<file path="config.mk">
export PLATFORM = sky130hd
export DESIGN_NAME = scaled_glyph_row_generator_top
export DESIGN_NICKNAME = d
export VERILOG_FILES = /design/src/rtl/sgrg_pkg.sv /design/src/rtl/sgrg_ctrl.sv /design/src/rtl/sgrg_datapath.sv /design/src/rtl/scaled_glyph_row_generator_top.sv
export SDC_FILE = /design/constraint.sdc
export NUM_CORES = 1
export LEC_CHECK = 0
export BUFFER_PORTS_ARGS = -buffer_cell sky130_fd_sc_hd__buf_2
export CAP_MARGIN = 20
export CORE_MARGIN = 3
export CORE_UTILIZATION = 65
export CTS_BUF_LIST = sky130_fd_sc_hd__clkbuf_4
export CTS_CLUSTER_DIAMETER = 40
export CTS_CLUSTER_SIZE = 8
export DETAILED_ROUTE_END_ITERATION = 7
export PLACE_DENSITY = 0.93
export SLEW_MARGIN = 10
export SYNTH_ARGS = -nofsm -noshare
export SYNTH_HDL_FRONTEND = slang
export SYNTH_HIERARCHICAL = 1
export SYNTH_SLANG_ARGS = --single-unit
</file>
<file path="constraint.sdc">
create_clock -name aclk -period 11.4 [get_ports aclk]
set_input_delay 1.14 -clock aclk [delete_from_list [all_inputs] [get_ports aclk]]
set_output_delay 1.14 -clock aclk [all_outputs]
set_load 0.005 [all_outputs]
</file>
<file path="src/rtl/sgrg_pkg.sv">
// ----------------------------------------------------------------------------
// sgrg_pkg
// Shared types, constants and font helpers for the scaled glyph row generator.
// ----------------------------------------------------------------------------
`default_nettype none

package sgrg_pkg;

    localparam int CODE_BITS      = 8;
    localparam int COORD_BITS     = 12;
    localparam int SCALE_BITS     = 4;
    localparam int ROW_BITS       = 44;
    localparam int PANEL_X_BITS   = 13;
    localparam int WIDTH_BITS     = 6;
    localparam int GLYPH_COLS     = 5;
    localparam int GLYPH_ROWS     = 7;
    localparam int GROW_BITS      = 3;
    localparam int DEF_MAX_SCALE  = 9;
    localparam int PANEL_X_OFFSET = 6;
    localparam int CFG_INDEX_BITS = 2;

    localparam logic [COORD_BITS-1:0] SCREEN_RESET = COORD_BITS'(466);

    // configuration register indexes
    localparam logic [CFG_INDEX_BITS-1:0] CFG_SCREEN_WIDTH  = CFG_INDEX_BITS'(0);
    localparam logic [CFG_INDEX_BITS-1:0] CFG_SCREEN_HEIGHT = CFG_INDEX_BITS'(1);

    typedef struct packed {
        logic [CODE_BITS-1:0]  char_code;
        logic [COORD_BITS-1:0] pos_x;
        logic [COORD_BITS-1:0] pos_y;
        logic [SCALE_BITS-1:0] scale;
    } in_item_t;

    typedef struct packed {
        logic [ROW_BITS-1:0]     row_bits;
        logic [PANEL_X_BITS-1:0] panel_x;
        logic [COORD_BITS-1:0]   panel_y;
        logic [WIDTH_BITS-1:0]   row_width;
        logic                    is_last;
    } out_item_t;

    typedef enum logic [1:0] {
        ST_IDLE,
        ST_CHECK,
        ST_EMIT
    } ctrl_state_t;

    typedef struct packed {
        logic load;
        logic advance;
    } ctrl_cmd_t;

    typedef struct packed {
        logic in_bounds;
        logic last_row;
    } dp_status_t;

    typedef logic [GLYPH_ROWS-1:0][GLYPH_COLS-1:0] glyph_t;
    typedef logic [GLYPH_COLS-1:0][ROW_BITS-1:0]   col_mask_t;

    function automatic glyph_t pack_glyph(
        input logic [4:0] r0, input logic [4:0] r1, input logic [4:0] r2,
        input logic [4:0] r3, input logic [4:0] r4, input logic [4:0] r5,
        input logic [4:0] r6);
        return {r6, r5, r4, r3, r2, r1, r0};
    endfunction

    // font ROM, row 0 is the top row, bit 4 the leftmost column
    function automatic glyph_t glyph_rows(input logic [CODE_BITS-1:0] code);
        glyph_t g;
        case (code)
            8'h3A:   g = pack_glyph(5'd0,  5'd4,  5'd0,  5'd0,  5'd4,  5'd0,  5'd0);  // :
            8'h2C:   g = pack_glyph(5'd0,  5'd0,  5'd0,  5'd0,  5'd0,  5'd4,  5'd8);  // ,
            8'h30:   g = pack_glyph(5'd14, 5'd17, 5'd19, 5'd21, 5'd25, 5'd17, 5'd14);
            8'h31:   g = pack_glyph(5'd4,  5'd12, 5'd4,  5'd4,  5'd4,  5'd4,  5'd14);
            8'h32:   g = pack_glyph(5'd14, 5'd17, 5'd1,  5'd2,  5'd4,  5'd8,  5'd31);
            8'h33:   g = pack_glyph(5'd30, 5'd1,  5'd1,  5'd14, 5'd1,  5'd1,  5'd30);
            8'h34:   g = pack_glyph(5'd2,  5'd6,  5'd10, 5'd18, 5'd31, 5'd2,  5'd2);
            8'h35:   g = pack_glyph(5'd31, 5'd16, 5'd16, 5'd30, 5'd1,  5'd1,  5'd30);
            8'h36:   g = pack_glyph(5'd14, 5'd16, 5'd16, 5'd30, 5'd17, 5'd17, 5'd14);
            8'h37:   g = pack_glyph(5'd31, 5'd1,  5'd2,  5'd4,  5'd8,  5'd8,  5'd8);
            8'h38:   g = pack_glyph(5'd14, 5'd17, 5'd17, 5'd14, 5'd17, 5'd17, 5'd14);
            8'h39:   g = pack_glyph(5'd14, 5'd17, 5'd17, 5'd15, 5'd1,  5'd1,  5'd14);
            8'h43:   g = pack_glyph(5'd14, 5'd17, 5'd16, 5'd16, 5'd16, 5'd17, 5'd14); // C
            8'h44:   g = pack_glyph(5'd30, 5'd17, 5'd17, 5'd17, 5'd17, 5'd17, 5'd30); // D
            8'h45:   g = pack_glyph(5'd31, 5'd16, 5'd16, 5'd30, 5'd16, 5'd16, 5'd31); // E
            8'h48:   g = pack_glyph(5'd17, 5'd17, 5'd17, 5'd31, 5'd17, 5'd17, 5'd17); // H
            8'h4C:   g = pack_glyph(5'd16, 5'd16, 5'd16, 5'd16, 5'd16, 5'd16, 5'd31); // L
            8'h4F:   g = pack_glyph(5'd14, 5'd17, 5'd17, 5'd17, 5'd17, 5'd17, 5'd14); // O
            8'h52:   g = pack_glyph(5'd30, 5'd17, 5'd17, 5'd30, 5'd20, 5'd18, 5'd17); // R
            8'h54:   g = pack_glyph(5'd31, 5'd4,  5'd4,  5'd4,  5'd4,  5'd4,  5'd4);  // T
            8'h55:   g = pack_glyph(5'd17, 5'd17, 5'd17, 5'd17, 5'd17, 5'd17, 5'd14); // U
            8'h57:   g = pack_glyph(5'd17, 5'd17, 5'd17, 5'd21, 5'd21, 5'd21, 5'd10); // W
            8'h58:   g = pack_glyph(5'd17, 5'd17, 5'd10, 5'd4,  5'd10, 5'd17, 5'd17); // X
            8'h59:   g = pack_glyph(5'd17, 5'd17, 5'd10, 5'd4,  5'd4,  5'd4,  5'd4);  // Y
            default: g = '0;  // space and unsupported codes
        endcase
        return g;
    endfunction

    // per glyph column, the pixels of a cell row it covers at this scale
    function automatic col_mask_t col_masks(input logic [SCALE_BITS-1:0] sc);
        col_mask_t m;
        int        s;
        int        cw;
        m  = '0;
        s  = int'(sc);
        cw = (GLYPH_COLS * s) & ~1;
        for (int k = 0; k < GLYPH_COLS; k++) begin
            for (int px = 0; px < ROW_BITS; px++) begin
                if (px >= k * s && px < (k + 1) * s && px < cw) begin
                    m[k][px] = 1'b1;
                end
            end
        end
        return m;
    endfunction

endpackage

`default_nettype wire

</file>
<file path="src/rtl/sgrg_ctrl.sv">
// ----------------------------------------------------------------------------
// sgrg_ctrl
// Sequencer: take a character, check it, then walk out its cell rows.
// ----------------------------------------------------------------------------
`default_nettype none

module sgrg_ctrl (
    input  wire logic               aclk,
    input  wire logic               aresetn,
    input  wire logic               s_valid,
    output logic                    s_ready,
    output logic                    m_valid,
    input  wire logic               m_ready,
    input  wire sgrg_pkg::dp_status_t status,
    output sgrg_pkg::ctrl_cmd_t     cmd
);
    import sgrg_pkg::*;

    ctrl_state_t state_reg;
    ctrl_state_t state_next;

    always_ff @(posedge aclk) begin
        if (!aresetn) begin
            state_reg <= ST_IDLE;
        end else begin
            state_reg <= state_next;
        end
    end

    always_comb begin
        state_next = state_reg;
        unique case (state_reg)
            ST_IDLE: begin
                if (s_valid) state_next = ST_CHECK;
            end
            ST_CHECK: begin
                state_next = status.in_bounds ? ST_EMIT : ST_IDLE;
            end
            ST_EMIT: begin
                if (m_ready && status.last_row) state_next = ST_IDLE;
            end
            default: state_next = ST_IDLE;
        endcase
    end

    always_comb begin
        s_ready     = 1'b0;
        m_valid     = 1'b0;
        unique case (state_reg)
            ST_IDLE:  s_ready = 1'b1;
            ST_CHECK: ;
            ST_EMIT:  m_valid = 1'b1;
            default:  ;
        endcase
        cmd.load    = s_valid && s_ready;
        cmd.advance = m_valid && m_ready;
    end

endmodule

`default_nettype wire

</file>
<file path="src/rtl/sgrg_datapath.sv">
// ----------------------------------------------------------------------------
// sgrg_datapath
// Screen registers, character latch, bounds check and row counters.
// ----------------------------------------------------------------------------
`default_nettype none

module sgrg_datapath #(
    parameter int MAX_SCALE = sgrg_pkg::DEF_MAX_SCALE
) (
    input  wire logic                                 aclk,
    input  wire logic                                 aresetn,
    input  wire logic                                 cfg_valid,
    input  wire logic [sgrg_pkg::CFG_INDEX_BITS-1:0]  cfg_index,
    input  wire logic [sgrg_pkg::COORD_BITS-1:0]      cfg_data,
    input  wire sgrg_pkg::in_item_t                   s_data,
    input  wire sgrg_pkg::ctrl_cmd_t                  cmd,
    output sgrg_pkg::dp_status_t                      status,
    output sgrg_pkg::out_item_t                       m_data
);
    import sgrg_pkg::*;

    logic [COORD_BITS-1:0] sw_reg, sw_next;
    logic [COORD_BITS-1:0] sh_reg, sh_next;

    glyph_t                glyph_reg, glyph_next;
    col_mask_t             cmask_reg, cmask_next;
    logic [COORD_BITS-1:0] x_reg, x_next;
    logic [COORD_BITS-1:0] y_reg, y_next;
    logic [SCALE_BITS-1:0] sc_reg, sc_next;
    logic [WIDTH_BITS-1:0] cw_reg, cw_next;
    logic [WIDTH_BITS-1:0] chh_reg, chh_next;
    logic [WIDTH_BITS-1:0] py_reg, py_next;
    logic [SCALE_BITS-1:0] sy_reg, sy_next;
    logic [GROW_BITS-1:0]  gr_reg, gr_next;

    logic [SCALE_BITS+2:0]   cw_full;
    logic [SCALE_BITS+2:0]   chh_full;
    logic [COORD_BITS:0]     x_end;
    logic [COORD_BITS:0]     y_end;
    logic [GLYPH_COLS-1:0]   grow;
    logic [ROW_BITS-1:0]     row_bits;

    // config registers
    always_comb begin
        sw_next = sw_reg;
        sh_next = sh_reg;
        if (cfg_valid) begin
            unique case (cfg_index)
                CFG_SCREEN_WIDTH:  sw_next = cfg_data;
                CFG_SCREEN_HEIGHT: sh_next = cfg_data;
                default:           ;
            endcase
        end
    end

    always_ff @(posedge aclk) begin
        if (!aresetn) begin
            sw_reg <= SCREEN_RESET;
            sh_reg <= SCREEN_RESET;
        end else begin
            sw_reg <= sw_next;
            sh_reg <= sh_next;
        end
    end

    // cell size, rounded down to even
    assign cw_full  = (SCALE_BITS + 3)'(GLYPH_COLS) * {3'b000, s_data.scale};
    assign chh_full = (SCALE_BITS + 3)'(GLYPH_ROWS) * {3'b000, s_data.scale};

    always_comb begin
        glyph_next = glyph_reg;
        cmask_next = cmask_reg;
        x_next     = x_reg;
        y_next     = y_reg;
        sc_next    = sc_reg;
        cw_next    = cw_reg;
        chh_next   = chh_reg;
        py_next    = py_reg;
        sy_next    = sy_reg;
        gr_next    = gr_reg;
        if (cmd.load) begin
            glyph_next = glyph_rows(s_data.char_code);
            cmask_next = col_masks(s_data.scale);
            x_next     = {s_data.pos_x[COORD_BITS-1:1], 1'b0};
            y_next     = {s_data.pos_y[COORD_BITS-1:1], 1'b0};
            sc_next    = s_data.scale;
            cw_next    = {cw_full[WIDTH_BITS-1:1], 1'b0};
            chh_next   = {chh_full[WIDTH_BITS-1:1], 1'b0};
            py_next    = '0;
            sy_next    = '0;
            gr_next    = '0;
        end else if (cmd.advance) begin
            py_next = py_reg + WIDTH_BITS'(1);
            if (sy_reg == sc_reg - SCALE_BITS'(1)) begin
                sy_next = '0;
                gr_next = gr_reg + GROW_BITS'(1);
            end else begin
                sy_next = sy_reg + SCALE_BITS'(1);
            end
        end
    end

    always_ff @(posedge aclk) begin
        glyph_reg <= glyph_next;
        cmask_reg <= cmask_next;
        x_reg     <= x_next;
        y_reg     <= y_next;
        sc_reg    <= sc_next;
        cw_reg    <= cw_next;
        chh_reg   <= chh_next;
        py_reg    <= py_next;
        sy_reg    <= sy_next;
        gr_reg    <= gr_next;
    end

    // bounds check, evaluated the cycle after the latch
    assign x_end = {1'b0, x_reg} + (COORD_BITS + 1)'(cw_reg);
    assign y_end = {1'b0, y_reg} + (COORD_BITS + 1)'(chh_reg);

    assign status.in_bounds = (sc_reg != '0)
                           && (sc_reg <= SCALE_BITS'(MAX_SCALE))
                           && (x_reg < sw_reg) && (y_reg < sh_reg)
                           && (x_end <= {1'b0, sw_reg})
                           && (y_end <= {1'b0, sh_reg});
    assign status.last_row  = (py_reg + WIDTH_BITS'(1)) == chh_reg;

    // row expansion: each glyph column lights its run of pixels
    assign grow = glyph_reg[gr_reg];

    always_comb begin
        row_bits = '0;
        for (int k = 0; k < GLYPH_COLS; k++) begin
            if (grow[GLYPH_COLS-1-k]) row_bits = row_bits | cmask_reg[k];
        end
    end

    assign m_data.row_bits  = row_bits;
    assign m_data.panel_x   = {1'b0, x_reg} + PANEL_X_BITS'(PANEL_X_OFFSET);
    assign m_data.panel_y   = y_reg + COORD_BITS'(py_reg);
    assign m_data.row_width = cw_reg;
    assign m_data.is_last   = status.last_row;

endmodule

`default_nettype wire

</file>
<file path="src/rtl/scaled_glyph_row_generator_top.sv">
// ----------------------------------------------------------------------------
// scaled_glyph_row_generator_top
// 5x7 font character renderer: one scaled character in, one mask per row out.
// ----------------------------------------------------------------------------
// Each input beat carries a character code, a cell position and a scale.
// The character is looked up in a 24-symbol 5x7 font (unknown codes draw as
// blank), scaled, and emitted as one output beat per cell row, top to bottom:
// a foreground mask (bit 0 leftmost), the panel column (x plus 6), the panel
// row, the cell width and a last-row flag. Cell width is 5*scale and height
// 7*scale, each rounded down to even; x and y are rounded down to even.
// A cell that does not lie fully inside screen_width x screen_height, or has
// a scale of zero or above MAX_SCALE, produces no output at all.
// A character is accepted, checked in a bounds-check state, then emitted
// as one row per cycle while m_ready is high; a rejected character goes
// back to idle after the check. The block holds one character at a time.
// Config writes (index 0 width, 1 height) are always accepted and should
// only be issued while the block is idle.
`default_nettype none

module scaled_glyph_row_generator_top #(
    parameter int MAX_SCALE = sgrg_pkg::DEF_MAX_SCALE
) (
    input  wire logic                                aclk,
    input  wire logic                                aresetn,
    // config write channel
    input  wire logic                                cfg_valid,
    output logic                                     cfg_ready,
    input  wire logic [sgrg_pkg::CFG_INDEX_BITS-1:0] cfg_index,
    input  wire logic [sgrg_pkg::COORD_BITS-1:0]     cfg_data,
    // character input
    input  wire logic                                s_valid,
    output logic                                     s_ready,
    input  wire sgrg_pkg::in_item_t                  s_data,
    // row output
    output logic                                     m_valid,
    input  wire logic                                m_ready,
    output sgrg_pkg::out_item_t                      m_data
);
    import sgrg_pkg::*;

    ctrl_cmd_t  cmd;
    dp_status_t status;

    // config registers never back-pressure
    assign cfg_ready = 1'b1;

    // controller: idle -> check -> emit rows
    sgrg_ctrl u_ctrl (
        .aclk    (aclk),
        .aresetn (aresetn),
        .s_valid (s_valid),
        .s_ready (s_ready),
        .m_valid (m_valid),
        .m_ready (m_ready),
        .status  (status),
        .cmd     (cmd)
    );

    // datapath: holds the character, screen size and row counters;
    // the output beat is built straight from its registers
    sgrg_datapath #(
        .MAX_SCALE (MAX_SCALE)
    ) u_dp (
        .aclk      (aclk),
        .aresetn   (aresetn),
        .cfg_valid (cfg_valid),
        .cfg_index (cfg_index),
        .cfg_data  (cfg_data),
        .s_data    (s_data),
        .cmd       (cmd),
        .status    (status),
        .m_data    (m_data)
    );

endmodule

`default_nettype wire

</file>
==> impl_metrics.csv <==
group,metric,value,unit
setup_path,cp_cell_sequence,"mux4_2, nor2_1, a21oi_4, buf_4, a222oi_1, nand2_1, buf_2",
die,die-area,26000,µm²
pwr,switching_share,29.8,%
hold_path,timing.hold.worst.class,"register to register",
global_route,grt_pass1_wl,66200,µm
pwr,p_comb_share,20.6,%
synth,synth_top_cell_area_share,45.7,%
setup_path,start_kind,"register",
synth,muxShareOfSynthArea,1.23,%
timing,finalSetupTns,0,ns
cells_and_area,final_area,17000,µm²
setup_path,max_stage_delay,0.81,ns
outcome,status,"finished, violations left",
global_route,grt_util_met2,52.4,%
synth,synth_cell_type_count,83,
timing,fin_crit_sh,41.7,%
detailed_routing,routed_wl,42700,µm
synth,synth_edf_count,238,
clocking,htreeDepth,2,
timing,hold_violations,0,
synth,synthArstFlopShare,0,%
clocking,clk_transition_reported_paths,0.10,ns
setup_path,crit_buf_inv,2,
pwr,cellLeakagePower,0.00666,µW
clocking,cts_resized,0,
cells_and_area,nFillCells,1682,
place,placed_area,16400,µm²
timing,tightestPinTransition,1.24,ns
die,die_w,161,µm
detailed_routing,drt-initial-drc-count,2353,
clocking,root_buffer,"clkbuf_4",
clocking,cts.sinks,277,
timing,setup_viol,0,
synth,yosys.area_share.adder,8.27,%
die,num_io_pins,134,
clocking,clockBufferDepth,3,
place,io_buffers,128,
timing,clock_skew,0.0602,ns
synth,syn_inst,1500,
pwr,p_int,1650,µW
synth,synth_top_family_by_area,"simple AND/OR/NAND/NOR gates",
pwr,powerDensity,138,nW/µm²
setup_path,critPathSlowestCell,"dfxtp_1",
synth,synth_top_flop_cell,"edfxtp_1",
synth,synth_top_cell_by_area,"edfxtp_1",
setup_path,arrival,3.62,ns
synth,synthTopCellsByArea,"edfxtp_1 46%, ha_1 7.1%, dfxtp_1 5.0%, nand2_1 3.8%, nor2_1 3.5%",
detailed_routing,drcViolationCount,7,
synth,avgSynthCellArea,10.4,µm²
outcome,violations,"design-rule violations",
die,start_util,66.4,%
clocking,cts_tree,"built",
global_route,busiest_layer,"met2",
pwr,netSwitchingPower,701,µW
synth,synth.most_common_cell,"edfxtp_1",
cells_and_area,syn_to_final_growth,8.62,%
synth,yosys_warnings,6,
synth,syn_area,15600,µm²
timing,slew_headroom,16.1,%
synth,yosys.area_share.simple,16.7,%
pwr,clock_power_share,27.3,%
setup_path,cp_data_required_time,10.26,ns
synth,synthXorXnorAreaFrac,3.68,%
setup_path,worstSetupEndpointType,"output port",
cells_and_area,layout-drive-gt1-share,14.8,%
global_route,grt_pass1_vias,12700,
timing,post-route-min-period,4.76,ns
global_route,grt_max_degree,214,
clocking,clk_latency,0.72,ns
pwr,power_frac_seq,52.0,%
synth,synth-seq-cells,277,
setup_path,crit_family,"flip-flops",
job,maxCapViolCount,0,
synth,synth_commonest_cells,"238 x edfxtp_1, 159 x nand2_1, 147 x nor2_1",
timing,rsz0062_at_grt,"false",
die,fp.dieH,161,µm
cells_and_area,finalNetCount,1757,
cells_and_area,largest_register_ff_count,168,
setup_path,reg2reg_setup_slack,7.34,ns
detailed_routing,wl_per_cell,22.0,µm
detailed_routing,first_pass_iters,8,
global_route,grt.total_usage,32.0,%
global_route,overflow,0,
setup_path,worstPathMaxFanout,44,
clocking,post_cts_buffers,0,
die,rows,56,
timing,drv_slew,0,
setup_path,critPathKind,"register to output port",
clocking,cts_buffers,43,
global_route,grt_util_met3,6.31,%
place,gp_congestion,0.989,
clocking,hold_buffers,0,
detailed_routing,via_per_inst,6.69,
detailed_routing,antenna_left,0,
synth,synth-compound-area-share,15.1,%
global_route,antenna_found_initial,2,
synth,ys_seq_area_share,50.7,%
die,coreArea,23500,µm²
place,dp_hpwl,29000,µm
detailed_routing,vias,13000,
timing,max_freq,210,MHz
pwr,vdd_drop_max,0.0000857,V
global_route,grtUsageMet1,41.8,%
[routing by layer]
layer | share of wire (%) | wire length [µm] | vias up
met5 | 0.030 | 13 | -
met4 | 5.4 | 2290 | 2
met3 | 12 | 5250 | 236
met2 | 46 | 19700 | 993
met1 | 36 | 15400 | 6024
li1 | - | - | 5749
[power groups by stage]
| stage | combinational, µW | clock, µW | sequential, µW |
|---|---|---|---|
| after floorplan | 309 | 0 | 1240 |
| final | 485 | 643 | 1220 |
| after global routing | 521 | 697 | 1230 |
| after CTS | 468 | 653 | 1220 |
| after detailed placement | 463 | 0 | 1250 |
| after global placement | 444 | 0 | 1240 |
[kinds of logic after synthesis]
| family | after synthesis |
|---|---|
| muxes | 13 |
| and+or+nand+nor | 541 |
| AOI/OAI and AO/OA | 342 |
| buffers and inverters | 163 |
| DFF | 277 |
| adders and majority gates | 98 |
| other | 2 |
| xor gates and xnor gates | 64 |
[area by class of cell]
| cell class | count | area, µm² | area share [%] |
|---|---|---|---|
| clock inverters | 10 | 128 | 0.751 |
| clock buffers | 56 | 420 | 2.47 |
| repair buffers | 138 | 728 | 4.29 |
| flip-flops and latches | 277 | 7930 | 46.7 |
| diodes | 1 | 2.50 | 0.0147 |
| inverters | 83 | 312 | 1.83 |
| well taps | 319 | 399 | 2.35 |
| multi-input cells | 1061 | 7070 | 41.6 |
[worst paths after layout]
| check | startpoint | end | depth (start not counted) |
|---|---|---|---|
| min reg2reg | u_dp/sh_reg[11] | u_dp/sh_reg[11] | 2 |
| max | u_dp/gr_reg[0] | m_data[36] | 7 |
| min | u_dp/sh_reg[11] | u_dp/sh_reg[11] | 2 |
| max reg2reg | u_dp/y_reg[2] | u_ctrl/state_reg[1] | 16 |
[worst reg2reg max path: cells and delay by family, from the launching register on]
family	cells	cell delay [ns]
AND/OR/NAND/NOR	6	1.14
adder cells (fa/ha/maj)	2	0.65
AO/OA/AOI/OAI	7	1.58
flip-flops	1	0.48
XOR/XNOR	1	0.16
[per-stage QoR]
step | power [µW] | utilization [%] | hold WS (ns) | worst slack, ns | std cells
detailed placement | 1710 | 69.8 | 0.461 | 6.28 | 1878
finish | 2350 | 72.2 | 0.476 | 6.64 | 1945
global route | 2450 | 72.2 | 0.513 | 6.55 | 1945
global placement | 1680 | 69.8 | 0.454 | 6.39 | 1878
floorplan | 1550 | - | 0.443 | 4.08 | 1501
CTS | 2340 | 72.2 | 0.478 | 6.72 | 1944
[layout by cell type, fill, tap and decap left out, drive strengths merged, types with 16 or more instances in the layout]
| master | instances |
|---|---|
| a222oi | 28 |
| nand2b | 17 |
| ha | 89 |
| nor2 | 150 |
| a211oi | 21 |
| buf | 138 |
| xnor2 | 44 |
| edfxtp | 238 |
| clkbuf | 56 |
| nor2b | 31 |
| a21oi | 89 |
| xor2 | 20 |
| o21ai | 53 |
| nand4 | 17 |
| nand2 | 160 |
| a21boi | 20 |
| nand3 | 40 |
| o211ai | 20 |
| nor3 | 52 |
| inv | 82 |
| a22oi | 34 |
| a31oi | 16 |
| dfxtp | 39 |
No activity file was read; power rests on OpenSTA's default activity.
